## src/rtl/ppbd_pkg.sv

```systemverilog
// shared types and constants of the pulse peak and heart-rate detector
package ppbd_pkg;

	localparam int SAMPLE_W   = 16;
	localparam int TIME_W     = 32;
	localparam int RAW_W      = 21;
	localparam int AVG_W      = 16;
	localparam int CFG_IDX_W  = 1;
	localparam int RATE_NUM_W = 24;

	// 60000 bpm-ms in q8.8
	localparam logic [RATE_NUM_W-1:0] RATE_NUMERATOR = 24'd15360000;
	localparam logic [TIME_W-1:0]     MIN_INTERVAL   = 32'd10;
	localparam logic [RAW_W-1:0]      RATE_LOW_Q88   = 21'd10240;
	localparam logic [RAW_W-1:0]      RATE_HIGH_Q88  = 21'd33280;

	localparam logic [SAMPLE_W-1:0] MIN_TH_RESET = 16'd20;
	localparam logic [SAMPLE_W-1:0] MAX_TH_RESET = 16'd2000;

	localparam logic [CFG_IDX_W-1:0] CFG_MIN_TH = 1'd0;
	localparam logic [CFG_IDX_W-1:0] CFG_MAX_TH = 1'd1;

	typedef enum logic [1:0] {
		PH_IDLE = 2'd0,
		PH_RISE = 2'd1,
		PH_FALL = 2'd2
	} phase_t;

	typedef enum logic [2:0] {
		S_IDLE,
		S_EVAL,
		S_RATE,
		S_RING_RD,
		S_RING_UPD,
		S_MEAN,
		S_OUT
	} seq_state_t;

endpackage

```

## src/rtl/ppbd_if.sv

```systemverilog
// request channels: incoming samples and outgoing beat results
interface ppbd_sample_if;
	import ppbd_pkg::*;
	logic                       valid;
	logic                       ready;
	logic signed [SAMPLE_W-1:0] sample;
	logic [TIME_W-1:0]          time_ms;

	modport source (output valid, sample, time_ms, input ready);
	modport sink (input valid, sample, time_ms, output ready);
endinterface

interface ppbd_result_if;
	import ppbd_pkg::*;
	logic                       valid;
	logic                       ready;
	logic                       beat_found;
	logic                       beat_in_range;
	logic [RAW_W-1:0]           raw_rate;
	logic [AVG_W-1:0]           average_rate;
	logic signed [SAMPLE_W-1:0] peak_level;

	modport source (output valid, beat_found, beat_in_range, raw_rate, average_rate,
		peak_level, input ready);
	modport sink (input valid, beat_found, beat_in_range, raw_rate, average_rate,
		peak_level, output ready);
endinterface

```

## src/rtl/ppbd_ram.sv

```systemverilog
// generic single-port-write ram with registered read
module ppbd_ram #(
	parameter int WIDTH = 16,
	parameter int DEPTH = 8
) (
	input  logic                                    clk,
	input  logic                                    we,
	input  logic [((DEPTH > 1) ? $clog2(DEPTH) : 1)-1:0] waddr,
	input  logic [WIDTH-1:0]                        wdata,
	input  logic                                    re,
	input  logic [((DEPTH > 1) ? $clog2(DEPTH) : 1)-1:0] raddr,
	output logic [WIDTH-1:0]                        rdata
);
	logic [WIDTH-1:0] mem [DEPTH];
	logic [WIDTH-1:0] rdata_q;

	always_ff @(posedge clk) begin
		if (we) begin
			mem[waddr] <= wdata;
		end
		if (re) begin
			rdata_q <= mem[raddr];
		end
	end

	assign rdata = rdata_q;
endmodule

```

## src/rtl/ppbd_div.sv

```systemverilog
// serial restoring divider, one quotient bit per cycle
module ppbd_div #(
	parameter int NUM_W = 24,
	parameter int DEN_W = 32
) (
	input  logic             clk,
	input  logic             arst_n,
	input  logic             start,
	input  logic [NUM_W-1:0] num,
	input  logic [DEN_W-1:0] den,
	output logic             done,
	output logic [NUM_W-1:0] quo
);
	localparam int CNT_W = $clog2(NUM_W + 1);

	logic             busy_q;
	logic             done_q;
	logic [CNT_W-1:0] cnt_q;
	logic [DEN_W-1:0] rem_q;
	logic [DEN_W-1:0] den_q;
	logic [NUM_W-1:0] nq_q;
	logic [DEN_W:0]   trial;
	logic [DEN_W:0]   diff;
	logic             fits;

	// dividend bits shift out the top while quotient bits shift in below
	assign trial = {rem_q, nq_q[NUM_W-1]};
	assign diff  = trial - {1'b0, den_q};
	assign fits  = trial >= {1'b0, den_q};

	always_ff @(posedge clk or negedge arst_n) begin
		if (!arst_n) begin
			busy_q <= 1'b0;
			done_q <= 1'b0;
			cnt_q  <= '0;
		end else begin
			done_q <= busy_q && (cnt_q == CNT_W'(1));
			if (start) begin
				busy_q <= 1'b1;
				cnt_q  <= CNT_W'(NUM_W);
			end else if (busy_q) begin
				cnt_q <= cnt_q - CNT_W'(1);
				if (cnt_q == CNT_W'(1)) begin
					busy_q <= 1'b0;
				end
			end
		end
	end

	always_ff @(posedge clk) begin
		if (start) begin
			rem_q <= '0;
			nq_q  <= num;
			den_q <= den;
		end else if (busy_q) begin
			rem_q <= fits ? diff[DEN_W-1:0] : trial[DEN_W-1:0];
			nq_q  <= {nq_q[NUM_W-2:0], fits};
		end
	end

	assign done = done_q;
	assign quo  = nq_q;
endmodule

```

## src/rtl/pulse_peak_bpm_detector.sv

```systemverilog
// top level: pulse peak tracker, beat rate and windowed rate average
//
// samples: one request per filtered pulse sample with its millisecond timestamp.
// results: exactly one request per sample: beat flag, in-range flag, raw rate,
//   window average and latest peak level; raw rate in unsigned q13.8, average in unsigned q8.8.
// cfg: write enable, register index (0 lower threshold, 1 upper threshold) and
//   16-bit data; to be written only while the block is idle, which it does not enforce.
// A sample that closes no beat is accepted, evaluated and loaded into the output
//   register. A beat runs the 24-step serial divider once for the rate and, when
//   the ring is not empty, once more for the mean, with one ring update for an
//   in-range rate and one extra read once the ring is full; the two divisions
//   share one divider.
// The rate ring sits in a small ram read in the cycle before the write that
//   replaces the oldest entry.
// Reset clears the tracker, the ring count and total and the thresholds to 20
//   and 2000; ring contents stay unknown and are only read once refilled.
// The output register holds a result until taken; the next sample is accepted
//   meanwhile and its result waits in the sequencer.
module pulse_peak_bpm_detector #(
	parameter int WINDOW_SIZE = 8
) (
	input  logic                           clk,
	input  logic                           arst_n,
	input  logic                           cfg_we,
	input  logic [ppbd_pkg::CFG_IDX_W-1:0] cfg_index,
	input  logic [ppbd_pkg::SAMPLE_W-1:0]  cfg_data,
	ppbd_sample_if.sink                    samples,
	ppbd_result_if.source                  results
);
	import ppbd_pkg::*;

	localparam int PW      = (WINDOW_SIZE > 1) ? $clog2(WINDOW_SIZE) : 1;
	localparam int FW      = $clog2(WINDOW_SIZE + 1);
	localparam int TOTAL_W = AVG_W + $clog2(WINDOW_SIZE);
	localparam int DIV_NW  = (TOTAL_W > RATE_NUM_W) ? TOTAL_W : RATE_NUM_W;

	seq_state_t state_q, state_nxt;

	logic signed [SAMPLE_W-1:0] min_th_q, max_th_q;
	phase_t                     phase_q;
	logic signed [SAMPLE_W-1:0] prev_q;
	logic [TIME_W-1:0]          cand_q, last_q;
	logic signed [SAMPLE_W-1:0] peak_q;
	logic [PW-1:0]              pos_q;
	logic [FW-1:0]              fill_q;
	logic [TOTAL_W-1:0]         total_q;
	logic [AVG_W-1:0]           mean_q;

	logic signed [SAMPLE_W-1:0] sample_q;
	logic [TIME_W-1:0]          time_q;
	logic                       res_found_q, res_in_range_q;
	logic [RAW_W-1:0]           res_raw_q;

	logic                       out_valid_q;
	logic                       out_found_q, out_in_range_q;
	logic [RAW_W-1:0]           out_raw_q;
	logic [AVG_W-1:0]           out_avg_q;
	logic signed [SAMPLE_W-1:0] out_peak_q;

	logic                div_start, div_done;
	logic [DIV_NW-1:0]   div_num, div_quo;
	logic [TIME_W-1:0]   div_den;
	logic                ram_re, ram_we;
	logic [AVG_W-1:0]    ram_rdata, ring_wdata;
	logic                out_load;

	logic                over, rising, beat_go, rate_ok, ring_full;
	logic [TIME_W-1:0]   interval;
	logic [RAW_W-1:0]    quo_raw;
	logic [TOTAL_W-1:0]  new_total;
	logic [FW-1:0]       new_fill;

	assign over      = sample_q > max_th_q;
	assign rising    = sample_q > prev_q;
	assign interval  = cand_q - last_q;
	assign beat_go   = !over && (phase_q == PH_RISE) && !rising && (cand_q > last_q)
		&& (interval > MIN_INTERVAL);
	assign quo_raw   = div_quo[RAW_W-1:0];
	assign rate_ok   = (quo_raw > RATE_LOW_Q88) && (quo_raw < RATE_HIGH_Q88);
	assign ring_full = fill_q == FW'(WINDOW_SIZE);
	assign ring_wdata = res_raw_q[AVG_W-1:0];

	// a full ring drops its oldest entry, read from the ram in the cycle before
	always_comb begin
		if (ring_full) begin
			new_total = total_q - TOTAL_W'(ram_rdata) + TOTAL_W'(ring_wdata);
			new_fill  = fill_q;
		end else begin
			new_total = total_q + TOTAL_W'(ring_wdata);
			new_fill  = fill_q + FW'(1);
		end
	end

	// next state
	always_comb begin
		state_nxt = state_q;
		case (state_q)
			S_IDLE: begin
				if (samples.valid) state_nxt = S_EVAL;
			end
			S_EVAL: begin
				state_nxt = beat_go ? S_RATE : S_OUT;
			end
			S_RATE: begin
				if (div_done) begin
					if (rate_ok) state_nxt = ring_full ? S_RING_RD : S_RING_UPD;
					else state_nxt = (fill_q != '0) ? S_MEAN : S_OUT;
				end
			end
			S_RING_RD: begin
				state_nxt = S_RING_UPD;
			end
			S_RING_UPD: begin
				state_nxt = S_MEAN;
			end
			S_MEAN: begin
				if (div_done) state_nxt = S_OUT;
			end
			S_OUT: begin
				if (out_load) state_nxt = S_IDLE;
			end
			default: begin
				state_nxt = S_IDLE;
			end
		endcase
	end

	// sequencer outputs
	always_comb begin
		samples.ready = 1'b0;
		div_start     = 1'b0;
		div_num       = DIV_NW'(RATE_NUMERATOR);
		div_den       = interval;
		ram_re        = 1'b0;
		ram_we        = 1'b0;
		out_load      = 1'b0;
		case (state_q)
			S_IDLE: begin
				samples.ready = 1'b1;
			end
			S_EVAL: begin
				div_start = beat_go;
			end
			S_RATE: begin
				if (div_done && !rate_ok && (fill_q != '0)) begin
					div_start = 1'b1;
					div_num   = DIV_NW'(total_q);
					div_den   = TIME_W'(fill_q);
				end
			end
			S_RING_RD: begin
				ram_re = 1'b1;
			end
			S_RING_UPD: begin
				ram_we    = 1'b1;
				div_start = 1'b1;
				div_num   = DIV_NW'(new_total);
				div_den   = TIME_W'(new_fill);
			end
			S_OUT: begin
				out_load = !out_valid_q || results.ready;
			end
			default: begin
				samples.ready = 1'b0;
			end
		endcase
	end

	ppbd_div #(
		.NUM_W (DIV_NW),
		.DEN_W (TIME_W)
	) u_div (
		.clk    (clk),
		.arst_n (arst_n),
		.start  (div_start),
		.num    (div_num),
		.den    (div_den),
		.done   (div_done),
		.quo    (div_quo)
	);

	ppbd_ram #(
		.WIDTH (AVG_W),
		.DEPTH (WINDOW_SIZE)
	) u_ring (
		.clk   (clk),
		.we    (ram_we),
		.waddr (pos_q),
		.wdata (ring_wdata),
		.re    (ram_re),
		.raddr (pos_q),
		.rdata (ram_rdata)
	);

	always_ff @(posedge clk or negedge arst_n) begin
		if (!arst_n) begin
			state_q     <= S_IDLE;
			min_th_q    <= MIN_TH_RESET;
			max_th_q    <= MAX_TH_RESET;
			phase_q     <= PH_IDLE;
			prev_q      <= '0;
			cand_q      <= '0;
			last_q      <= '0;
			peak_q      <= '0;
			pos_q       <= '0;
			fill_q      <= '0;
			total_q     <= '0;
			mean_q      <= '0;
			out_valid_q <= 1'b0;
		end else begin
			state_q <= state_nxt;
			if (cfg_we) begin
				case (cfg_index)
					CFG_MIN_TH: min_th_q <= cfg_data;
					CFG_MAX_TH: max_th_q <= cfg_data;
					default: min_th_q <= min_th_q;
				endcase
			end
			if (state_q == S_EVAL) begin
				if (over) begin
					phase_q <= PH_IDLE;
					prev_q  <= '0;
					cand_q  <= '0;
					last_q  <= '0;
					peak_q  <= '0;
					total_q <= '0;
					fill_q  <= '0;
				end else begin
					case (phase_q)
						PH_RISE: begin
							if (rising) begin
								cand_q <= time_q;
								peak_q <= sample_q;
								prev_q <= sample_q;
							end else if (beat_go) begin
								// closing sample leaves the previous sample as is
								last_q  <= cand_q;
								phase_q <= PH_FALL;
							end else begin
								prev_q <= sample_q;
							end
						end
						PH_FALL: begin
							if (sample_q < min_th_q) phase_q <= PH_IDLE;
							prev_q <= sample_q;
						end
						default: begin
							if (sample_q >= min_th_q) phase_q <= PH_RISE;
							prev_q <= sample_q;
						end
					endcase
				end
			end
			if (state_q == S_RING_UPD) begin
				total_q <= new_total;
				fill_q  <= new_fill;
				pos_q   <= (pos_q == PW'(WINDOW_SIZE - 1)) ? '0 : pos_q + PW'(1);
			end
			if ((state_q == S_MEAN) && div_done) begin
				mean_q <= div_quo[AVG_W-1:0];
			end
			if (out_load) begin
				out_valid_q <= 1'b1;
			end else if (results.ready) begin
				out_valid_q <= 1'b0;
			end
		end
	end

	always_ff @(posedge clk) begin
		if (samples.valid && samples.ready) begin
			sample_q <= samples.sample;
			time_q   <= samples.time_ms;
		end
		if (state_q == S_EVAL) begin
			res_found_q    <= beat_go;
			res_in_range_q <= 1'b0;
			res_raw_q      <= '0;
		end
		if ((state_q == S_RATE) && div_done) begin
			res_raw_q      <= quo_raw;
			res_in_range_q <= rate_ok;
		end
		if (out_load) begin
			out_found_q    <= res_found_q;
			out_in_range_q <= res_in_range_q;
			out_raw_q      <= res_raw_q;
			out_avg_q      <= mean_q;
			out_peak_q     <= peak_q;
		end
	end

	assign results.valid         = out_valid_q;
	assign results.beat_found    = out_found_q;
	assign results.beat_in_range = out_in_range_q;
	assign results.raw_rate      = out_raw_q;
	assign results.average_rate  = out_avg_q;
	assign results.peak_level    = out_peak_q;

	a_fill_bound: assert property (@(posedge clk) disable iff (!arst_n)
		fill_q <= FW'(WINDOW_SIZE))
		else $error("ring count beyond window");

	a_out_from_seq: assert property (@(posedge clk) disable iff (!arst_n)
		$rose(out_valid_q) |-> $past(state_q == S_OUT))
		else $error("result loaded outside the output step");

	a_ring_in_range: assert property (@(posedge clk) disable iff (!arst_n)
		ram_we |-> (res_in_range_q && (res_raw_q > RATE_LOW_Q88) && (res_raw_q < RATE_HIGH_Q88)))
		else $error("out-of-range rate written to ring");

	a_div_owner: assert property (@(posedge clk) disable iff (!arst_n)
		div_done |-> ((state_q == S_RATE) || (state_q == S_MEAN)))
		else $error("divider finished with no waiting step");
endmodule
```

## src/flat_wrapper.sv

```systemverilog
// flat-port wrapper written by rule: the top's interface ports become plain ports
module pulse_peak_bpm_detector_flat import ppbd_pkg::*;
#(
	parameter int WINDOW_SIZE = 8
)
  (clk, arst_n, cfg_we, cfg_index, cfg_data, samples_valid, samples_sample, samples_time_ms, samples_ready, results_valid, results_beat_found, results_beat_in_range, results_raw_rate, results_average_rate, results_peak_level, results_ready);
  ppbd_sample_if samples_i ();
  ppbd_result_if results_i ();
  input  logic clk;
  input  logic arst_n;
  input  logic cfg_we;
  input  logic [ppbd_pkg::CFG_IDX_W-1:0] cfg_index;
  input  logic [ppbd_pkg::SAMPLE_W-1:0] cfg_data;
  input wire logic [$bits(samples_i.valid)-1:0] samples_valid;
  input wire logic [$bits(samples_i.sample)-1:0] samples_sample;
  input wire logic [$bits(samples_i.time_ms)-1:0] samples_time_ms;
  output wire logic [$bits(samples_i.ready)-1:0] samples_ready;
  output wire logic [$bits(results_i.valid)-1:0] results_valid;
  output wire logic [$bits(results_i.beat_found)-1:0] results_beat_found;
  output wire logic [$bits(results_i.beat_in_range)-1:0] results_beat_in_range;
  output wire logic [$bits(results_i.raw_rate)-1:0] results_raw_rate;
  output wire logic [$bits(results_i.average_rate)-1:0] results_average_rate;
  output wire logic [$bits(results_i.peak_level)-1:0] results_peak_level;
  input wire logic [$bits(results_i.ready)-1:0] results_ready;
  assign samples_i.valid = samples_valid;
  assign samples_i.sample = samples_sample;
  assign samples_i.time_ms = samples_time_ms;
  assign samples_ready = samples_i.ready;
  assign results_valid = results_i.valid;
  assign results_beat_found = results_i.beat_found;
  assign results_beat_in_range = results_i.beat_in_range;
  assign results_raw_rate = results_i.raw_rate;
  assign results_average_rate = results_i.average_rate;
  assign results_peak_level = results_i.peak_level;
  assign results_i.ready = results_ready;
  pulse_peak_bpm_detector #(.WINDOW_SIZE(WINDOW_SIZE)) u_core (.clk(clk), .arst_n(arst_n), .cfg_we(cfg_we), .cfg_index(cfg_index), .cfg_data(cfg_data), .samples(samples_i), .results(results_i));
endmodule
```

## config.mk

```make
export PLATFORM = sky130hd
export DESIGN_NAME = pulse_peak_bpm_detector_flat
export DESIGN_NICKNAME = d
export VERILOG_FILES = /design/src/rtl/ppbd_pkg.sv /design/src/rtl/ppbd_if.sv /design/src/rtl/ppbd_ram.sv /design/src/rtl/ppbd_div.sv /design/src/rtl/pulse_peak_bpm_detector.sv /design/src/flat_wrapper.sv
export SDC_FILE = /design/constraint.sdc
export NUM_CORES = 1
export LEC_CHECK = 0
export CORE_MARGIN = 1
export CORE_UTILIZATION = 55
export CTS_CLUSTER_SIZE = 8
export DETAILED_ROUTE_END_ITERATION = 8
export DONT_BUFFER_PORTS = 1
export GPL_TIMING_DRIVEN = 1
export PLACE_DENSITY = 0.7
export SKIP_LAST_GASP = 1
export SLEW_MARGIN = 20
export SYNTH_ARGS = -nofsm -noshare
export SYNTH_HDL_FRONTEND = slang
export SYNTH_SLANG_ARGS = --single-unit
```

## constraint.sdc

```tcl
create_clock -name clk -period 8.3 [get_ports clk]
set_clock_uncertainty 0.05 [all_clocks]
set_input_delay 0.83 -clock clk [delete_from_list [all_inputs] [get_ports clk]]
set_output_delay 0.83 -clock clk [all_outputs]
set_load 0.005 [all_outputs]
```

==> Yosys cells after proc, flatten, opt, wreduce, memory -nomap -nowiden <==
Memory sizes are Yosys's and may differ from the RTL's. A register that Yosys moved wholly into a read port is not among the register bits.
Cells that the tools add are included.
{ "op_classes": {"bitwise_logic": 1, "muxes": 64, "n_addsub": 8, "n_reduce_logical": 35, "n_eq_ne": 20, "magnitude_cmp": 9} }
{ "op_table": {"columns": ["cell", "count"], "rows": [
  ["$mux W32", 9],
  ["$mux W16", 7],
  ["$mux W19", 4],
  ["$mux W24", 3],
  ["$pmux W32 S2", 1],
  ["$sub A32 B32 Y32", 2],
  ["$pmux W24 S2", 1],
  ["$mux W21", 2],
  ["$add A19 B16 Y19", 2],
  ["$ge A33 B32 Y1", 1],
  ["$gt A16 B16 Y1", 2],
  ["$gt A32 B32 Y1", 1],
  ["$gt A32 B4 Y1 const B", 1],
  ["$mux W3", 8],
  ["$gt A21 B14 Y1 const B", 1],
  ["$lt A21 B16 Y1 const B", 1],
  ["$pmux W3 S7", 1],
  ["$sub A19 B16 Y19", 1],
  ["$ge A16 B16 Y1", 1],
  ["$lt A16 B16 Y1", 1],
  ["$mux W4", 4],
  ["$reduce_bool A2 Y1", 8],
  ["$mux W1", 14],
  ["$eq A3 B3 Y1 const B", 4],
  ["other kinds (28)", 57]
]} }
{ "word_totals": {"inputBits": 70, "ff_bits": 397, "elab_cells": 167, "out_inout_bits": 57, "ramBits": 128, "mem_count": 1} }
{ "mem_list": {"columns": ["name", "words", "width", "rd", "rd_ports_with_merged_regs", "write_ports", "line", "source"], "rows": [
  ["u_core.u_ring.mem", 8, 16, 1, 1, 1, "ppbd_ram.sv:14", "logic [WIDTH-1:0] mem [DEPTH];"]
]} }

==> Depth between registers and ports, before layout <==
Gate-level depths: netlist (run 1).
{ "depth": {"depth_word": 10, "depth_mapped": 18, "depth_no_buf": 16} }

==> Modules after synthesis <==
Synthesis (run 1) repeated with hierarchy kept, for this count alone.
{ "hier_totals": {"hier_cells": 2495, "hier_area_um2": 28304.6} }
{ "modules_own_cells": {"columns": ["mod", "seq_area_each_um2", "instances", "area_each_um2", "cells_per_inst"], "rows": [
  ["pulse_peak_bpm_detector", 8197.9, 1, 17270.3, 1738],
  ["ppbd_div", 2497.4, 1, 5580.4, 543],
  ["ppbd_ram", 4324.1, 1, 5454.0, 214]
]} }

==> Least setup slack after synthesis (run 1) <==
OpenSTA, ideal clock, no wires.
{ "synth_timing": {"path_kind": "input -> register", "from": "input port samples_valid", "to": "register u_core.sample_q[0] (enable)", "required_time_ns": 7.677, "path_slack_ns": 2.251, "cell_stages": 2, "n_path_buf": 0, "setup_time_ns": 0.573, "arrival_time_ns": 5.426, "path_cell_list": "inv_1 -> nor4_1"} }
{ "synth_via": {"elab_chain_len": 1} }
{ "synth_lines": {"columns": ["item", "line", "source"], "rows": [
  ["start, declared", "flat_wrapper.sv:14", "input wire logic [$bits(samples_i.valid)-1:0] samples_valid;"],
  ["$logic_and A1 B1 Y1", "pulse_peak_bpm_detector.sv:271", "if (samples.valid && samples.ready) begin"],
  ["end signal, assigned", "pulse_peak_bpm_detector.sv:272", "sample_q <= samples.sample;"],
  ["end, declared", "pulse_peak_bpm_detector.sv:49", "logic signed [SAMPLE_W-1:0] sample_q;"]
]} }
Every way passes these cells.
A chain may end at the register's enable or synchronous reset.

==> Worst setup path in the final report (run 1) <==
{ "layout_timing": {"from": "register u_core.cand_q[19]", "to": "register u_core.u_div.cnt_q[1]"} }
{ "layout_via": {"elab_chain_len": 5, "word_cells_on_any_way": 8, "cone_classes": "1 x add/sub; 2 x order compare; 2 x mux; 3 x reduce/logical"} }
{ "layout_lines": {"columns": ["item", "line", "source"], "rows": [
  ["start, declared", "pulse_peak_bpm_detector.sv:42", "logic [TIME_W-1:0] cand_q, last_q;"],
  ["start signal, assigned", "pulse_peak_bpm_detector.sv:232", "cand_q <= time_q;"],
  ["$sub A32 B32 Y32 / $gt A32 B32 Y1 (equally long branches)", "pulse_peak_bpm_detector.sv:75, pulse_peak_bpm_detector.sv:76", null],
  ["$gt A32 B4 Y1 / $logic_and A1 B1 Y1 (equally long branches)", "pulse_peak_bpm_detector.sv:77, pulse_peak_bpm_detector.sv:76", null],
  ["$logic_and A1 B1 Y1 *", "pulse_peak_bpm_detector.sv:77", "&& (interval > MIN_INTERVAL);"],
  ["$pmux W1 S3 *", "pulse_peak_bpm_detector.sv:137", "case (state_q)"],
  ["$mux W5 / $reduce_bool A2 Y1 (equally long branches)", null, null],
  ["end signal, assigned", "ppbd_div.sv:40", "cnt_q <= CNT_W'(NUM_W);"],
  ["end signal, assigned", "ppbd_div.sv:42", "cnt_q <= cnt_q - CNT_W'(1);"],
  ["end, declared", "ppbd_div.sv:18", "logic [CNT_W-1:0] cnt_q;"]
]} }
Mark *: on every way between the ends. The rest lies on a longest branch, timed or not.

==> results of run 1 <==
## cell usage after synthesis (13+ instances only)
master and instances:
o21bai_1 17, o21ai_0 126, fa_1 19, and2_1 33
xnor2_1 45, edfxtp_1 326, or3_1 16, dfrtp_1 175
nand2_1 135, a31oi_1 14, xor2_1 36, mux2_2 66
a22oi_1 13, nand4_1 28, nor2b_1 20, clkbuf_1 79
and3_1 33, a22o_1 43, o21a_1 22, a221o_1 19
o211ai_1 25, ha_1 156, dfxtp_1 32, a211oi_1 23
a21oi_1 132, nor2_1 169, nand2b_1 13, nand3_1 57
a211oi_2 16, nor3_1 43, mux2i_1 20, inv_1 243
a21o_1 57
## layout by cell type, fill, tap and decap left out, drive strengths merged, types with 13 or more instances in the layout
master    n
o21a     22
nor2b    20
a31oi    14
a21oi   133
clkbuf  126
a22oi    13
o211a    13
mux2     76
ha      156
edfxtp  326
o21ai   131
xor2     36
a211oi   39
fa       19
dfrtp   175
nand2b   13
xnor2    45
a21o     57
nand4    28
a221o    19
o21bai   17
nor2    171
nand3    57
dfxtp    32
nand2   135
or3      17
buf      23
mux2i    20
and3     33
a22o     43
nor3     43
and2     33
o211ai   25
inv     250
## through the flow
step / hold WS (ns) / utilization, % / instances / power [uW] / instance area, um2
2_1_floorplan: 0.3503 / - / 2451 / 3010 / 27840
3_3_place_gp: 0.3560 / 57.00 / 3042 / 3036 / 28540
3_5_place_dp: 0.3722 / 57.00 / 3042 / 3043 / 28540
4_1_cts: 0.2217 / 61.65 / 3180 / 6015 / 30870
5_1_grt: 0.2283 / 61.67 / 3180 / 6154 / 30880
6_report: 0.1231 / 61.67 / 3180 / 5969 / 30880
## final cells by class
cell class | count | share of cell area, %
Sequential cell | 541 | 48.66
Multi-Input combinational cell | 1563 | 37.57
Clock buffer | 126 | 6.938
Inverter | 244 | 2.974
Tap cell | 672 | 2.723
Timing Repair Buffer | 25 | 0.6889
Clock inverter | 9 | 0.4539
## flip-flops by register name (all words and copies together), names as in the netlist, 3 cells and up
register                     count
u_core.results.average_rate     16
u_core.u_div.quo                24
u_core.state_q                   3
u_core.results.raw_rate         21
u_core.u_div.den_q              32
u_core.min_th_q                 16
u_core.last_q                   32
u_core.u_ring.rdata             16
u_core.peak_q                   16
u_core.cand_q                   32
u_core.max_th_q                 16
u_core.time_q                   32
u_core.u_div.rem_q              32
u_core.results.peak_level       16
u_core.pos_q                     3
u_core.u_ring.mem              128
u_core.u_div.cnt_q               5
u_core.sample_q                 16
u_core.mean_q                   16
u_core.res_raw_q                21
u_core.fill_q                    4
u_core.total_q                  19
u_core.prev_q                   16
## layer usage
layer  share of wire (%)  GRT usage [%]
met5                   0              0
met4                 1.6          7.209
met3                 6.3          4.595
met2                  46          41.39
met1                  46          36.85
## where the power goes
group	internal [uW]	switching [uW]
Sequential	2860	8.18
Clock	1770	1180
Combinational	51.8	92.1
## cells by family (layout without fill, tap and decap cells)
group | after synthesis | in the layout | synth area share, %
AO/OA/AOI/OAI | 601 | 601 | 14.93
adder cells (fa/ha/maj) | 175 | 175 | 8.378
multiplexers | 108 | 108 | 4.764
buffers and inverters | 347 | 404 | 4.867
AND/OR/NAND/NOR | 598 | 598 | 10.56
XOR/XNOR | 81 | 81 | 2.548
flip-flops | 541 | 541 | 53.95
## final timing paths
path,to,from,cells past startpoint
min reg2reg,u_core.results.beat_found$_DFFE_PP_,u_core.res_found_q$_DFFE_PP_,0
max,u_core.u_div.cnt_q[1]$_DFFE_PN0P_,u_core.cand_q[19]$_DFFE_PN0P_,15
min in group clk,u_core.sample_q[15]$_DFFE_PP_,samples_sample[15],0
max reg2reg,u_core.u_div.cnt_q[1]$_DFFE_PN0P_,u_core.cand_q[19]$_DFFE_PN0P_,15
max in group asynchronous,u_core.max_th_q[8]$_DFFE_PN1P_,arst_n,1
min,u_core.last_q[19]$_DFFE_PN0P_,arst_n,1
==> summary.json, run 1 <==
{
  "clock-root-buffer": {"value": "clkbuf_16"},
  "die_width": {"value": 227.0, "unit": "um"},
  "worst_slew_pin_slew": {"value": 1.061, "unit": "ns"},
  "vias": {"value": 19096},
  "crit_fanout": {"value": 59},
  "cts-resized-gates": {"value": 0},
  "fin_crit": {"value": 5.180, "unit": "ns"},
  "ys_types": {"value": 85},
  "critical_path.max_stage_delay": {"value": 0.58, "unit": "ns"},
  "regArea": {"value": 15020, "unit": "um2"},
  "max_slew_margin": {"value": 29.25, "unit": "%"},
  "cts.clk_slew.worst_paths": {"value": 0.05, "unit": "ns"},
  "ir_worst_vdd": {"value": 238.6, "unit": "uV"},
  "clock_tree.htree_level_count": {"value": 3},
  "layout.filler_cells": {"value": 4033},
  "initial_utilization": {"value": 55.60, "unit": "%"},
  "synthArstFlopShare": {"value": 33.83, "unit": "%"},
  "powerDensity": {"value": 193.3, "unit": "nW/um2"},
  "place_congestion": {"value": 0.9446},
  "routed_wl_per_cell": {"value": 20.85, "unit": "um"},
  "rsz0062_at_grt": {"value": "false"},
  "numCtsBuffers": {"value": 78},
  "synth_largest_area_cell": {"value": "edfxtp_1"},
  "cell_row_count": {"value": 82},
  "post-synth-top-area-fraction": {"value": 35.16, "unit": "%"},
  "mappedNetlistArea": {"value": 27840, "unit": "um2"},
  "first_global_vias": {"value": 18586},
  "fin_nets": {"value": 2698},
  "buffer_ports.inserted": {"value": 0},
  "synth_enable_flop_cells": {"value": 326},
  "max_freq": {"value": 0.1930, "unit": "GHz"},
  "synth_top_cells_by_area": {"value": "edfxtp_1, dfrtp_1, ha_1, inv_1, mux2_2"},
  "overflow": {"value": 0},
  "cap_violations": {"value": 0},
  "critical_path_source_type": {"value": "flop"},
  "route.final.wire_length": {"value": 66.29, "unit": "mm"},
  "coreArea": {"value": 50070, "unit": "um2"},
  "area_used_by_multi_input_combinational_logic": {"value": 11600, "unit": "um2"},
  "dp.final_hpwl": {"value": 44.98, "unit": "mm"},
  "worst_path_max_delay_cell": {"value": "or4_1"},
  "grt_antenna_before_repair": {"value": 0},
  "synthToLayoutAreaGrowth": {"value": 10.91, "unit": "%"},
  "cts_hold_buf": {"value": 3},
  "synthesis.area_per_instance": {"value": 11.36, "unit": "um2"},
  "worst_ep_required_time": {"value": 8.77, "unit": "ns"},
  "finalCritPeriodShare": {"value": 62.41, "unit": "%"},
  "post_cts_buffers": {"value": 0},
  "regToRegSetupSlack": {"value": 3.12, "unit": "ns"},
  "floorplan_die_height": {"value": 227.0, "unit": "um"},
  "critical_path.cell_chain": {"value": "ha_1, nand4_1, or4_1, o211a_2, a31oi_1, o22ai_1, a211oi_1, nand4bb_1, nor4_4, a211oi_4, buf_4, nor2_4, buf_4, inv_4, a211oi_1"},
  "pre_cts_ws": {"value": 3.113, "unit": "ns"},
  "yosys_register_bits": {"value": 541},
  "final-setup-viol-count": {"value": 0},
  "drc": {"value": 0},
  "critPathBufInv": {"value": 3},
  "worst_setup_path_end_kind": {"value": "flop"},
  "ios": {"value": 127},
  "grt_usage": {"value": 26.02, "unit": "%"},
  "finalHoldViolCount": {"value": 0},
  "synth_cells": {"value": 2451},
  "worst_hold_path_type": {"value": "in2async"},
  "drt_first_iter_violations": {"value": 1599},
  "total_leakage_power": {"value": 0.01221, "unit": "uW"},
  "drt_pre_antenna_iters": {"value": 5},
  "ant_nets": {"value": 0},
  "vias_per_cell": {"value": 6.005},
  "grt_start_max_net_pins": {"value": 176},
  "criticalPathCategory": {"value": "reg2reg"},
  "outcome": {"value": "complete, no violations"},
  "grt_first_pass_wirelength": {"value": 103.5, "unit": "mm"},
  "synth.yosys.seq_area_share": {"value": 53.95, "unit": "%"},
  "synth_net_count": {"value": 2696},
  "clk-insertion-delay-late": {"value": 0.63, "unit": "ns"},
  "layout_setup_ws": {"value": 3.120, "unit": "ns"},
  "n_diodes": {"value": 0},
  "die_area": {"value": 51520, "unit": "um2"},
  "setup_tns": {"value": 0, "unit": "ns"},
  "clock_tree.buffer_depth": {"value": 3},
  "synth_top_flop_cell": {"value": "edfxtp_1"},
  "clock-sinks": {"value": 541},
  "report.final.slew_viol_count": {"value": 0},
  "cp_top_family": {"value": "simple AND/OR/NAND/NOR gates"},
  "drive_gt1_share": {"value": 10.09, "unit": "%"},
  "tritoncts_clock_tree": {"value": "built"},
  "worst_ep_arrival_time": {"value": 5.65, "unit": "ns"},
  "yosys_warnings": {"value": 0}
}
(Power assumes the default switching activity.)
==> inputs of run 2 (changes only) <==
- PLACE_DENSITY: 0.7 -> 0.73
- clock period: 8.3 -> 4.55 ns (I/O delays scaled with it)
==> run 2 against run 1 <==
The run now ends with negative hold slack left. Count of clock-buffer cells in the layout decreased by 2. Critical path depth increased by 1. Routed wire length increased by 2.2%. Critical endpoint unchanged. Highest routed layer unchanged.
==> summary.json, run 2 (synthesis results as in run 1) <==
{
  "fin_area": {"value": 31710, "unit": "um2"},
  "numCtsBuffers": {"value": 77},
  "max_freq": {"value": 0.2319, "unit": "GHz"},
  "ir_worst_vdd": {"value": 421.8, "unit": "uV"},
  "worst_hold_path_type": {"value": "in2async"},
  "failed_checks": {"value": "negative hold slack"},
  "clock-root-buffer": {"value": "clkbuf_16"},
  "ios": {"value": 127},
  "drc": {"value": 0},
  "clock_power_share": {"value": 49.2, "unit": "%"},
  "p_seq_share": {"value": 48.2, "unit": "%"},
  "crit_start": {"value": "u_core.last_q[19]$_DFFE_PN0P_"},
  "dp.final_hpwl": {"value": 45.08, "unit": "mm"},
  "layout.filler_cells": {"value": 3881},
  "cts_hold_buf": {"value": 64},
  "cell_row_count": {"value": 82},
  "drive_gt1_share": {"value": 10.67, "unit": "%"},
  "route.final.wire_length": {"value": 67.75, "unit": "mm"},
  "vias": {"value": 19534},
  "grt_antenna_before_repair": {"value": 1},
  "regToRegSetupSlack": {"value": 0.24, "unit": "ns"},
  "coreArea": {"value": 50070, "unit": "um2"},
  "criticalPathCategory": {"value": "reg2reg"},
  "cell_internal_pwr": {"value": 8557, "unit": "uW"},
  "worst_path_max_delay_cell": {"value": "or4_1"},
  "report.final.slew_viol_count": {"value": 0},
  "layout_commonest_cell": {"value": "edfxtp_1"},
  "grt_first_pass_wirelength": {"value": 107.5, "unit": "mm"},
  "overflow": {"value": 0},
  "worst_slew_pin_slew": {"value": 1.082, "unit": "ns"},
  "finish.utilization": {"value": 63.34, "unit": "%"},
  "total_leakage_power": {"value": 0.01261, "unit": "uW"},
  "powerDensity": {"value": 342.7, "unit": "nW/um2"},
  "place_congestion": {"value": 0.8951},
  "power.net_switching": {"value": 2311, "unit": "uW"},
  "cts.clk_slew.worst_paths": {"value": 0.05, "unit": "ns"},
  "final-setup-viol-count": {"value": 0},
  "tritoncts_clock_tree": {"value": "built"},
  "fin_crit": {"value": 4.312, "unit": "ns"},
  "clk-insertion-delay-late": {"value": 0.62, "unit": "ns"},
  "crit_fanout": {"value": 54},
  "largest_register_ffs": {"value": 128},
  "drt_pre_antenna_iters": {"value": 6},
  "buffer_ports.inserted": {"value": 0},
  "initial_utilization": {"value": 55.60, "unit": "%"},
  "critical_path_source_type": {"value": "flop"},
  "finalHoldViolCount": {"value": 183},
  "post_dp_cell_area": {"value": 28780, "unit": "um2"},
  "drt_first_iter_violations": {"value": 1435},
  "power.combinational.fraction": {"value": 2.6, "unit": "%"},
  "outcome": {"value": "finished, violations left"},
  "most-common-layout-cells": {"value": "edfxtp_1, inv_1, dfrtp_1"},
  "clock_tree.buffer_depth": {"value": 3},
  "ant_nets": {"value": 0},
  "worst_path_most_repeated_cell": {"value": "a211oi_1"},
  "die_area": {"value": 51520, "unit": "um2"},
  "max_slew_margin": {"value": 27.71, "unit": "%"},
  "power": {"value": 10870, "unit": "uW"},
  "worst_r2r_startpoint": {"value": "u_core.last_q[19]$_DFFE_PN0P_"},
  "worst_setup_path_end_kind": {"value": "flop"},
  "die_width": {"value": 227.0, "unit": "um"},
  "synthToLayoutAreaGrowth": {"value": 13.91, "unit": "%"},
  "fin_nets": {"value": 2788},
  "floorplan_die_height": {"value": 227.0, "unit": "um"},
  "routed_wl_per_cell": {"value": 20.73, "unit": "um"},
  "grt_usage": {"value": 26.95, "unit": "%"},
  "vias_per_cell": {"value": 5.977},
  "registers.top_by_ff_count": {"value": "u_core.u_ring.mem"},
  "cap_violations": {"value": 0},
  "finalCritPeriodShare": {"value": 94.78, "unit": "%"},
  "clock_tree.htree_level_count": {"value": 3},
  "setup_tns": {"value": 0, "unit": "ns"},
  "ff2ff_path_depth": {"value": 16},
  "cp-endpoint": {"value": "u_core.u_div.cnt_q[1]$_DFFE_PN0P_"},
  "critical_path.max_stage_delay": {"value": 0.58, "unit": "ns"},
  "critical_path.cell_chain": {"value": "inv_1, ha_1, nand4_1, or4_1, o211a_2, a31oi_2, o22ai_1, a211oi_1, nand4bb_1, nor4_4, buf_4, a211oi_4, nor2_2, inv_4, buf_12, a211oi_1"},
  "grt_start_max_net_pins": {"value": 184},
  "hold-worst-slack": {"value": -0.5006, "unit": "ns"},
  "clock-sinks": {"value": 541},
  "worst_ep_required_time": {"value": 5.02, "unit": "ns"},
  "first_global_vias": {"value": 19753},
  "worst_ep_arrival_time": {"value": 4.78, "unit": "ns"},
  "netSwitchingFraction": {"value": 21.27, "unit": "%"},
  "r2r_end": {"value": "u_core.u_div.cnt_q[1]$_DFFE_PN0P_"}
}
[run 2: changes by cell type in the layout (fill, tap and decap cells not counted), sizes merged]
cell / previous run / this run
clkbuf: 126 / 124
buf: 23 / 52
inv: 250 / 247
clkinv: 3 / 4
diode: 0 / 1
dlygate4sd3: 2 / 64
[run 2: critical path, delay by kind of cell, from the launching register on]
kind,cells,cell delay (ns)
simple gates,5,1.53
compound gates,6,1.29
buf+inv,4,0.54
fa+ha+maj,1,0.46
flops,1,0.37
[run 2: cell type report]
type | instances | area (um2) | share of cell area, %
Multi-Input combinational cell | 1563 | 11580 | 36.51
Antenna cell | 1 | 2.502 | 0.007891
Timing Repair Buffer | 116 | 1081 | 3.409
Clock inverter | 7 | 142.6 | 0.4498
Sequential cell | 541 | 15020 | 47.37
Inverter | 244 | 918.4 | 2.896
Tap cell | 672 | 840.8 | 2.651
Clock buffer | 124 | 2125 | 6.700
[run 2: worst min-delay path by stage]
stage	from	depth (start not counted)	endpoint	slack [ns]
2_1_floorplan	arst_n	0	u_core.cand_q[0]$_DFFE_PN0P_	0.11
3_3_place_gp	arst_n	0	u_core.cand_q[21]$_DFFE_PN0P_	0.12
3_5_place_dp	arst_n	0	u_core.cand_q[21]$_DFFE_PN0P_	0.12
4_1_cts	arst_n	0	u_core.max_th_q[3]$_DFFE_PN0P_	-0.54
5_1_grt	arst_n	0	u_core.cand_q[23]$_DFFE_PN0P_	-0.52
6_report	arst_n	0	u_core.last_q[15]$_DFFE_PN0P_	-0.50
[run 2: per-layer routing]
layer	global-route usage, %	part of all wire [%]	up-vias
met1	37.66	44	9633
li1	-	-	9122
met3	4.504	6.4	105
met4	8.335	2.3	0
met5	0	0	-
met2	43.24	47	674
[run 2: power by group through the flow]
stage	Clock [uW]	Sequential (uW)	Combinational, uW
2_1_floorplan	0	5320	167
3_3_place_gp	0	5330	213
3_5_place_dp	0	5330	222
4_1_cts	5410	5240	271
5_1_grt	5620	5240	312
6_report	5350	5240	282
[run 2: timing repair]
action / in CTS / in global routing
setup endpoints to repair: 0 / 155
buffers inserted: 0 / 1
resized for setup: 0 / 2
hold endpoints to repair: 263 / 183
[run 2: metrics by stage]
step	setup slack (ns)	instances
finish	0.2376	3268
detailed placement	0.07241	3071
global placement	0.2545	3071
floorplan	0.3201	2451
CTS	0.07423	3266
global route	-0.009567	3268
